File: config.mk
export PLATFORM = sky130hd
export DESIGN_NAME = stable_priority_queue_unit_flat
export DESIGN_NICKNAME = d
export VERILOG_FILES = /design/src/rtl/spq_pkg.sv /design/src/rtl/spq_req_if.sv /design/src/rtl/spq_rsp_if.sv /design/src/rtl/spq_store.sv /design/src/rtl/spq_ctrl.sv /design/src/rtl/stable_priority_queue_unit.sv /design/src/flat_wrapper.sv
export SDC_FILE = /design/constraint.sdc
export NUM_CORES = 2
export LEC_CHECK = 0
export ABC_AREA = 1
export CELL_PAD_IN_SITES_DETAIL_PLACEMENT = 0
export CELL_PAD_IN_SITES_GLOBAL_PLACEMENT = 1
export CORE_ASPECT_RATIO = 0.5
export CORE_MARGIN = 4
export CORE_UTILIZATION = 49
export CTS_BUF_LIST = sky130_fd_sc_hd__clkbuf_2 sky130_fd_sc_hd__clkbuf_4 sky130_fd_sc_hd__clkbuf_8
export DETAILED_ROUTE_END_ITERATION = 8
export DONT_BUFFER_PORTS = 1
export PLACE_DENSITY = 0.76
export SYNTH_ARGS = -nofsm -noshare
export SYNTH_HDL_FRONTEND = slang
export SYNTH_SLANG_ARGS = --single-unit
File: constraint.sdc
create_clock -name clk -period 7.6 [get_ports clk]
set_input_delay 0.38 -clock clk [delete_from_list [all_inputs] [get_ports clk]]
set_output_delay 0.38 -clock clk [all_outputs]
set_load 0.02 [all_outputs]
File: src/rtl/spq_pkg.sv
// Shared types and constants for the stable priority queue.
// No dependencies; imported by every other file of the block.
package spq_pkg;

	localparam int CAPACITY = 128;
	localparam int ADDR_W   = $clog2(CAPACITY);
	localparam int CNT_W    = $clog2(CAPACITY + 1);
	localparam int ID_W     = 8;
	localparam int URG_W    = 3;
	localparam int AGE_W    = 8;

	typedef enum logic [1:0] {
		ST_INSERTED = 2'd0,
		ST_FULL     = 2'd1,
		ST_SERVED   = 2'd2,
		ST_EMPTY    = 2'd3
	} status_t;

	typedef enum logic {
		FN_INSERT = 1'b0,
		FN_SERVE  = 1'b1
	} func_t;

	typedef enum logic [1:0] {
		S_IDLE,
		S_SCAN,
		S_MOVE,
		S_RESULT
	} state_t;

	typedef struct packed {
		logic [ID_W-1:0]  id;
		logic [URG_W-1:0] urg;
		logic [AGE_W-1:0] age;
	} entry_t;

	typedef struct packed {
		status_t          status;
		logic [ID_W-1:0]  id;
		logic [URG_W-1:0] urg;
		logic [AGE_W-1:0] age;
	} result_t;

	typedef struct packed {
		logic              re;
		logic [ADDR_W-1:0] raddr;
		logic              we;
		logic [ADDR_W-1:0] waddr;
		entry_t            wdata;
	} mem_req_t;

	// id of a new entry: count + 1, kept to its low ID_W bits
	function automatic logic [ID_W-1:0] next_id(input logic [CNT_W-1:0] cnt);
		logic [CNT_W:0] sum;
		sum = {1'b0, cnt} + (CNT_W + 1)'(1);
		return ID_W'(sum);
	endfunction

endpackage

File: src/rtl/spq_req_if.sv
// Request channel of the priority queue: valid/ready plus one request beat.
// Depends on spq_pkg for field widths.
interface spq_req_if
	import spq_pkg::*;
();
	logic             valid;
	logic             ready;
	logic             func;
	logic [URG_W-1:0] urgency;
	logic [AGE_W-1:0] age_years;

	modport source (output valid, func, urgency, age_years, input ready);
	modport sink   (input valid, func, urgency, age_years, output ready);
endinterface

File: src/rtl/spq_rsp_if.sv
// Response channel of the priority queue: valid/ready plus one result beat.
// Depends on spq_pkg for field widths.
interface spq_rsp_if
	import spq_pkg::*;
();
	logic             valid;
	logic             ready;
	logic [1:0]       status;
	logic [ID_W-1:0]  entry_id;
	logic [URG_W-1:0] entry_urgency;
	logic [AGE_W-1:0] entry_age;

	modport source (output valid, status, entry_id, entry_urgency, entry_age, input ready);
	modport sink   (input valid, status, entry_id, entry_urgency, entry_age, output ready);
endinterface

File: src/rtl/spq_store.sv
// Entry memory: one write port, one read port, registered read data.
// Depends on spq_pkg.
module spq_store
	import spq_pkg::*;
(
	input  logic     clk,
	input  mem_req_t mreq,
	output entry_t   rd_data
);

	entry_t mem [CAPACITY];

	always_ff @(posedge clk) begin
		if (mreq.we) begin
			mem[mreq.waddr] <= mreq.wdata;
		end
	end

	always_ff @(posedge clk) begin
		if (mreq.re) begin
			rd_data <= mem[mreq.raddr];
		end
	end

endmodule

File: src/rtl/spq_ctrl.sv
// Sequencer: insert writes, serve scan for minimum urgency, then compaction.
// Depends on spq_pkg and spq_req_if; drives spq_store through mem_req_t.
module spq_ctrl
	import spq_pkg::*;
(
	input  logic     clk,
	input  logic     arst_n,
	spq_req_if.sink  req,
	output mem_req_t mreq,
	input  entry_t   rd_data,
	output logic     res_valid,
	output result_t  res,
	input  logic     res_ack
);

	state_t            state_q, state_d;
	logic [CNT_W-1:0]  cnt_q;
	logic [CNT_W-1:0]  rd_idx_q;
	logic              rd_v_s1;
	logic [ADDR_W-1:0] idx_s1;
	logic [ADDR_W-1:0] best_idx_q;
	entry_t            best_q;
	result_t           res_q;

	logic accept, is_insert, full, issue, sweep_done, better;

	assign accept     = req.valid && req.ready;
	assign is_insert  = (func_t'(req.func) == FN_INSERT);
	assign full       = (cnt_q >= CNT_W'(CAPACITY));
	assign issue      = ((state_q == S_SCAN) || (state_q == S_MOVE)) && (rd_idx_q < cnt_q);
	assign sweep_done = (rd_idx_q >= cnt_q) && !rd_v_s1;
	assign better     = (idx_s1 == '0) || (rd_data.urg < best_q.urg);

	// next state
	always_comb begin
		state_d = state_q;
		case (state_q)
			S_IDLE: begin
				if (accept) begin
					if (!is_insert && (cnt_q != '0)) state_d = S_SCAN;
					else                             state_d = S_RESULT;
				end
			end
			S_SCAN:   if (sweep_done) state_d = S_MOVE;
			S_MOVE:   if (sweep_done) state_d = S_RESULT;
			S_RESULT: if (res_ack)    state_d = S_IDLE;
			default:  state_d = S_IDLE;
		endcase
	end

	// outputs
	always_comb begin
		req.ready  = 1'b0;
		res_valid  = 1'b0;
		mreq.re    = issue;
		mreq.raddr = rd_idx_q[ADDR_W-1:0];
		mreq.we    = 1'b0;
		mreq.waddr = cnt_q[ADDR_W-1:0];
		mreq.wdata = '{id: next_id(cnt_q), urg: req.urgency, age: req.age_years};
		case (state_q)
			S_IDLE: begin
				req.ready = 1'b1;
				mreq.we   = accept && is_insert && !full;
			end
			S_MOVE: begin
				// entry read at idx moves up one place
				mreq.we    = rd_v_s1;
				mreq.waddr = ADDR_W'(idx_s1 - ADDR_W'(1));
				mreq.wdata = rd_data;
			end
			S_RESULT: res_valid = 1'b1;
			default: ;
		endcase
	end

	assign res = res_q;

	always_ff @(posedge clk or negedge arst_n) begin
		if (!arst_n) begin
			state_q <= S_IDLE;
			cnt_q   <= '0;
			rd_v_s1 <= 1'b0;
		end else begin
			state_q <= state_d;
			rd_v_s1 <= issue;
			if (state_q == S_IDLE && accept && is_insert && !full) begin
				cnt_q <= cnt_q + CNT_W'(1);
			end else if (state_q == S_MOVE && sweep_done) begin
				cnt_q <= cnt_q - CNT_W'(1);
			end
		end
	end

	always_ff @(posedge clk) begin
		idx_s1 <= rd_idx_q[ADDR_W-1:0];
		case (state_q)
			S_IDLE: begin
				rd_idx_q <= '0;
				if (accept) begin
					if (is_insert) begin
						if (full) res_q <= '{ST_FULL, '0, '0, '0};
						else      res_q <= '{ST_INSERTED, next_id(cnt_q), '0, '0};
					end else begin
						res_q <= '{ST_EMPTY, '0, '0, '0};
					end
				end
			end
			S_SCAN: begin
				if (issue) rd_idx_q <= rd_idx_q + CNT_W'(1);
				// strict compare keeps the earliest of equal urgencies
				if (rd_v_s1 && better) begin
					best_q     <= rd_data;
					best_idx_q <= idx_s1;
				end
				if (sweep_done) rd_idx_q <= CNT_W'(best_idx_q) + CNT_W'(1);
			end
			S_MOVE: begin
				if (issue) rd_idx_q <= rd_idx_q + CNT_W'(1);
				if (sweep_done) res_q <= '{ST_SERVED, best_q.id, best_q.urg, best_q.age};
			end
			default: ;
		endcase
	end

endmodule

File: src/rtl/stable_priority_queue_unit.sv
// Stable priority queue, top level: request port, entry memory, sequencer
// and the response register. Depends on spq_pkg, spq_req_if, spq_rsp_if,
// spq_store and spq_ctrl.
//
// Holds up to CAPACITY (128) entries of {id, urgency, age} in a single-port-
// read, single-port-write memory. An insert beat stores its entry behind the
// others and returns id = count + 1 (status full when the store is full). A
// serve beat returns the stored entry with the smallest urgency value, the
// oldest one among equals, and closes the gap (status empty when nothing is
// stored). One request is in work at a time; req.ready is high only while
// the sequencer is idle. A serve's run time is set by the memory's one
// read port: the minimum scan reads each stored entry once, then
// compaction reads and rewrites every entry behind the winner.
// The response register frees the sequencer, so a new request can be taken
// while a result beat still waits for rsp.ready. No clearing pass after
// reset: only entries below the count are ever read.
module stable_priority_queue_unit
	import spq_pkg::*;
(
	input  logic      clk,
	input  logic      arst_n,
	spq_req_if.sink   req,
	spq_rsp_if.source rsp
);

	mem_req_t mreq;
	entry_t   rd_data;
	logic     res_valid;
	result_t  res;
	logic     res_ack;

	logic     rsp_v_q;
	result_t  rsp_q;

	spq_store u_store (
		.clk     (clk),
		.mreq    (mreq),
		.rd_data (rd_data)
	);

	spq_ctrl u_ctrl (
		.clk       (clk),
		.arst_n    (arst_n),
		.req       (req),
		.mreq      (mreq),
		.rd_data   (rd_data),
		.res_valid (res_valid),
		.res       (res),
		.res_ack   (res_ack)
	);

	// result moves into the response register once it is empty or draining
	assign res_ack = res_valid && (!rsp_v_q || rsp.ready);

	always_ff @(posedge clk or negedge arst_n) begin
		if (!arst_n) begin
			rsp_v_q <= 1'b0;
		end else if (res_ack) begin
			rsp_v_q <= 1'b1;
		end else if (rsp.ready) begin
			rsp_v_q <= 1'b0;
		end
	end

	always_ff @(posedge clk) begin
		if (res_ack) begin
			rsp_q <= res;
		end
	end

	assign rsp.valid         = rsp_v_q;
	assign rsp.status        = rsp_q.status;
	assign rsp.entry_id      = rsp_q.id;
	assign rsp.entry_urgency = rsp_q.urg;
	assign rsp.entry_age     = rsp_q.age;

endmodule

File: src/flat_wrapper.sv
// flat-port wrapper written by rule: the top's interface ports become plain ports
module stable_priority_queue_unit_flat import spq_pkg::*;
  (clk, arst_n, req_valid, req_func, req_urgency, req_age_years, req_ready, rsp_valid, rsp_status, rsp_entry_id, rsp_entry_urgency, rsp_entry_age, rsp_ready);
  spq_req_if req_i ();
  spq_rsp_if rsp_i ();
  input  logic clk;
  input  logic arst_n;
  input wire logic [$bits(req_i.valid)-1:0] req_valid;
  input wire logic [$bits(req_i.func)-1:0] req_func;
  input wire logic [$bits(req_i.urgency)-1:0] req_urgency;
  input wire logic [$bits(req_i.age_years)-1:0] req_age_years;
  output wire logic [$bits(req_i.ready)-1:0] req_ready;
  output wire logic [$bits(rsp_i.valid)-1:0] rsp_valid;
  output wire logic [$bits(rsp_i.status)-1:0] rsp_status;
  output wire logic [$bits(rsp_i.entry_id)-1:0] rsp_entry_id;
  output wire logic [$bits(rsp_i.entry_urgency)-1:0] rsp_entry_urgency;
  output wire logic [$bits(rsp_i.entry_age)-1:0] rsp_entry_age;
  input wire logic [$bits(rsp_i.ready)-1:0] rsp_ready;
  assign req_i.valid = req_valid;
  assign req_i.func = req_func;
  assign req_i.urgency = req_urgency;
  assign req_i.age_years = req_age_years;
  assign req_ready = req_i.ready;
  assign rsp_valid = rsp_i.valid;
  assign rsp_status = rsp_i.status;
  assign rsp_entry_id = rsp_i.entry_id;
  assign rsp_entry_urgency = rsp_i.entry_urgency;
  assign rsp_entry_age = rsp_i.entry_age;
  assign rsp_i.ready = rsp_ready;
  stable_priority_queue_unit u_core (.clk(clk), .arst_n(arst_n), .req(req_i), .rsp(rsp_i));
endmodule
==> results by stage <==
Run status:
- The flow ran to the end, and the final reports show no timing, DRC or antenna violations.

Cells and area:
- The leading cell type in the layout, fill and taps excluded is nand2_1.
- The layout has 17400 filler cells.
- The final standard cell utilization of the core is 54.3%.
- The net count of the finished layout is 8581.
- The area growth from synthesis to layout is 9.85%.
- The multi-input logic area is 24000 um2.
- The top cell types in the final layout, fill and taps aside, are 2688 x nand2_1, 2527 x edfxtp_1, 2352 x nand3_1.
- The post-route netlist has 10.3% of its cells at a drive strength greater than 1.
- The number of cells in the finished layout apart from fillers is 11600.
- The area taken by flip-flops and latches is 76300 um2.

Power and ir drop:
- The worst-case IR drop observed on VDD is 0.380 mV.
- The switching share of power is 38.0%.
- The static leakage is 0.0394 uW.
- The sequential share of power is 44.3%.
- The internal power consumption is 26600 uW.
- The power density over the cells is 381 nW/um2.
- In this run the power spent charging and discharging nets is 16400 uW.
- Combinational logic is responsible for 31.0% of the overall power.
- The clock share of power is 24.7%.

GRT:
- The largest net degree at the start of global routing is 195.
- The wire length of the first global-routing pass is 424 mm.
- The all-layer global routing usage is 26.1%.
- For this run the aggregate overflow at the end of global routing stands at 0.
- The number of antenna violations at the first check in global routing was 8.
- The via count of the first global-routing pass came to 62900.

Timing:
- Setup repair after global routing left no endpoint under its margin.
- The smallest hold slack is 110 ps.
- The relative slew slack is 13.9%.
- Between clock sinks in the finished design, the worst skew comes to 75.7 ps.
- Based on the critical path, the design can be clocked at up to 0.227 GHz.
- For the finished layout, the period the worst path requires is 4410 ps.
- For the final routed database, the setup TNS stands at 0 ps.
- The total count of hold-check failures in the final report is 0.
- The count of final max-slew check failures is 0.
- The worst-margin pin slew is 1290 ps.
- The final clock period utilization by the worst path is 58.0%.
- The final count of negative-setup-slack endpoints is 0.

Synthesis:
- The area share of the leading cell type in the synthesized netlist is 73.9%.
- The largest area contributor in the netlist is edfxtp_1.
- The number of distinct library cell variants in the gate-level netlist after synthesis is 37.
- After synthesis, flip-flops and latches occupy 74.3% of the total area.
- After synthesis the cells add up to 103000 um2.
- The number of register bits inferred by synthesis is 2546.
- Yosys printed 0 warnings.
- By area the synthesized netlist is led by edfxtp_1 74%, nand3_1 11%, nand2_1 9.9%.
- The net count after synthesis is 8569.
- The post-synthesis instance total is 8533.
- The mean cell area of the mapped netlist is 12.0 um2.

Critical path:
- The number of buffers and inverters on the critical path is 3.
- The library cell contributing the largest single delay on the critical path is nor2_2.
- In this design, the largest share of critical-path delay is due to simple AND/OR/NAND/NOR gates.
- The beginning of the critical path is u_core.u_ctrl.state_q[0].
- The worst setup path is captured at a register.
- Traced cell by cell, the critical path runs through inv_1, ha_2, inv_1, o21ai_2, inv_1, nor2_2, nand2_1, nor2_2.
- The worst setup path endpoint is u_core.u_store.mem[32][7].
- The arrival time at the worst endpoint is 4930 ps.
- The setup path with the least slack is of type reg2reg.
- The number of cells on the worst reg-to-reg path is 8.
- Counting stages on the worst path, the most repeated cell is inv_1.
- Data on the critical path is required at its endpoint by 8120 ps.
- The reg-to-reg endpoint is u_core.u_store.mem[32][7].
- The worst setup path is launched from a register.
- In this run the worst path has a maximum fanout of 29.
- In this run the critical register-to-register path is launched from u_core.u_ctrl.state_q[0].
- For flop-to-flop paths, the worst setup slack is 3190 ps.
- The delay of the slowest cell on the worst path is 1050 ps.
- The path length in cells of the critical path is 8.

Die:
- The area of the placeable core is 208000 um2.
- In this run the vertical extent of the chip is 332 um.
- Pin placement for this block handled 39 I/O pins.
- The die outline area is 217000 um2.
- The initial core utilization is 49.5%.
- The die is 655 um wide.
- The floorplan has 118 rows.

CTS:
- Counting every sink on the clock net gives 2546.
- The clock tree synthesis step divided the H-tree into 5 levels.
- The total clock buffers created by CTS is 367.
- The clock reaches the later pin of the worst-skew pair after 950 ps.
- The buffer cell driving the clock tree root is clkbuf_8.
- Gates resized during post-CTS repair numbered 0.
- The clock tree from TritonCTS is yes.
- The CTS clock-pin slew for the worst setup and hold paths is 60 ps.
- The number of buffers on the longest clock path is 4.

Detailed routing:
- The total iterations of the first detailed-routing run is 6.
- In the final routed layout, each cell accounts on average for 25.0 um.
- The first routing iteration left 9081 violations.
- The via total after detailed routing is 67500.
- The residual antenna-violating net count after detailed routing is 0.
- The wire length after detailed routing is 289 mm.
- The DRC violation count after routing is 0.
- Using the TritonRoute via totals, the vias-per-cell ratio works out to 5.83.

Placed design:
- The count of buffers added on input and output ports is 0.
- The number of cells in the design after placement is 10900.
- The placed wire-length estimate is 152 mm.
- At the end of routability-driven placement, the weighted congestion stood at 0.830.

Min path:
- The startpoint identified for the worst hold timing path is req_urgency[0].
- The min-delay analysis places its worst path in the category in2reg.

Job:
- Across the run, the number of max-cap violations was 0.
worst reg2reg max path, delay by kind of cell (launching register included):
kind,cells,cell delay [ps]
compound gates,1,350
fa+ha+maj,1,540
buf+inv,3,790
flops,1,430
simple gates,3,1870
sequential cells by signal, summed over array words and instances, names as in the netlist, 7 cells and up:
signal                    cells
u_core.rsp.entry_age          8
u_core.u_ctrl.rd_idx_q        8
u_core.rsp.entry_id           8
u_core.u_ctrl.best_idx_q      7
u_core.u_ctrl.idx_s1          7
u_core.u_ctrl.best_q         19
u_core.u_store.rd_data       19
u_core.u_ctrl.res            21
u_core.u_store.mem         2432
u_core.u_ctrl.cnt_q           8
worst min path at each step:
stage,end,slack (ps),cells after the start
2_1_floorplan,u_core.rsp.valid,80,0
3_3_place_gp,u_core.rsp.valid,90,0
6_report,u_core.u_store.mem[56][8],110,3
5_1_grt,u_core.u_store.mem[63][8],110,3
4_1_cts,u_core.u_store.mem[63][8],70,3
3_5_place_dp,u_core.rsp.valid,90,0
Yosys cell counts:
cell / n
nand2_1: 2706
edfxtp_1: 2527
nand3_1: 2352
buf_2: 315
nor2_1: 168
clkbuf_1: 108
buf_1: 107
inv_1: 77
a21oi_1: 25
o21ai_0: 25
ha_1: 20
buf_4: 15
dfrtp_1: 12
dfxtp_1: 7
xor2_1: 7
inv_2: 6
nand3_2: 6
nand4_1: 5
nor3_1: 5
nor2_2: 4
o211ai_1: 4
or2_2: 4
buf_6: 3
clkinv_1: 3
nand2_2: 3
nand3b_1: 3
o21ai_1: 3
o21ai_2: 2
o22ai_1: 2
xnor2_1: 2
a211oi_1: 1
a21boi_0: 1
a21o_1: 1
a31o_2: 1
a31oi_1: 1
nor3_2: 1
nor3_4: 1
kinds of logic after synthesis:
| group | Yosys count | synth area share, % |
|---|---|---|
| AO/OA/AOI/OAI | 66 | 0.353 |
| adder cells (fa/ha/maj) | 20 | 0.244 |
| buffers and inverters | 634 | 2.78 |
| flip-flops | 2546 | 74.3 |
| AND/OR/NAND/NOR | 5258 | 22.2 |
| XOR/XNOR | 9 | 0.0768 |
power by group through the flow:
stage | Combinational (uW) | Sequential (uW) | Clock (uW)
after global placement | 13000 | 19300 | 0
final | 13300 | 19000 | 10600
after detailed placement | 13100 | 19300 | 0
after floorplan | 7430 | 19600 | 0
after CTS | 13200 | 19000 | 10700
after global routing | 14300 | 19000 | 11400
final cells by class:
cell class | count | share of cell area (%)
sequential | 2546 | 67.7
multi-input combinational | 5353 | 21.3
clock buffer | 493 | 5.39
tap | 2760 | 3.06
timing repair buffer | 191 | 1.54
clock inverter | 158 | 0.740
inverter | 86 | 0.312
antenna | 1 | 0.00222
per-layer routing:
layer / track usage [%] / vias up / share of wire, %
li1: - / 30300 / -
met1: 39.8 / 33300 / 43
met2: 38.5 / 3430 / 44
met3: 4.97 / 427 / 10
met4: 7.05 / 4 / 2.6
met5: 0 / - / 0.0073
through the flow:
stage	total power (uW)	worst slack [ps]	instance area [um2]
final	43000	3190	113000
after detailed placement	32500	3270	106000
after floorplan	27000	171	103000
after CTS	42900	3180	113000
after global placement	32300	3260	106000
after global routing	44700	2830	113000
what timing repair did:
item,4_1_cts,5_1_grt
setup endpoints to repair,0,0
hold endpoints to repair,47,0
buffers inserted,0,0
hold buffers,5,0
No activity file was read; power rests on OpenSTA's default activity.
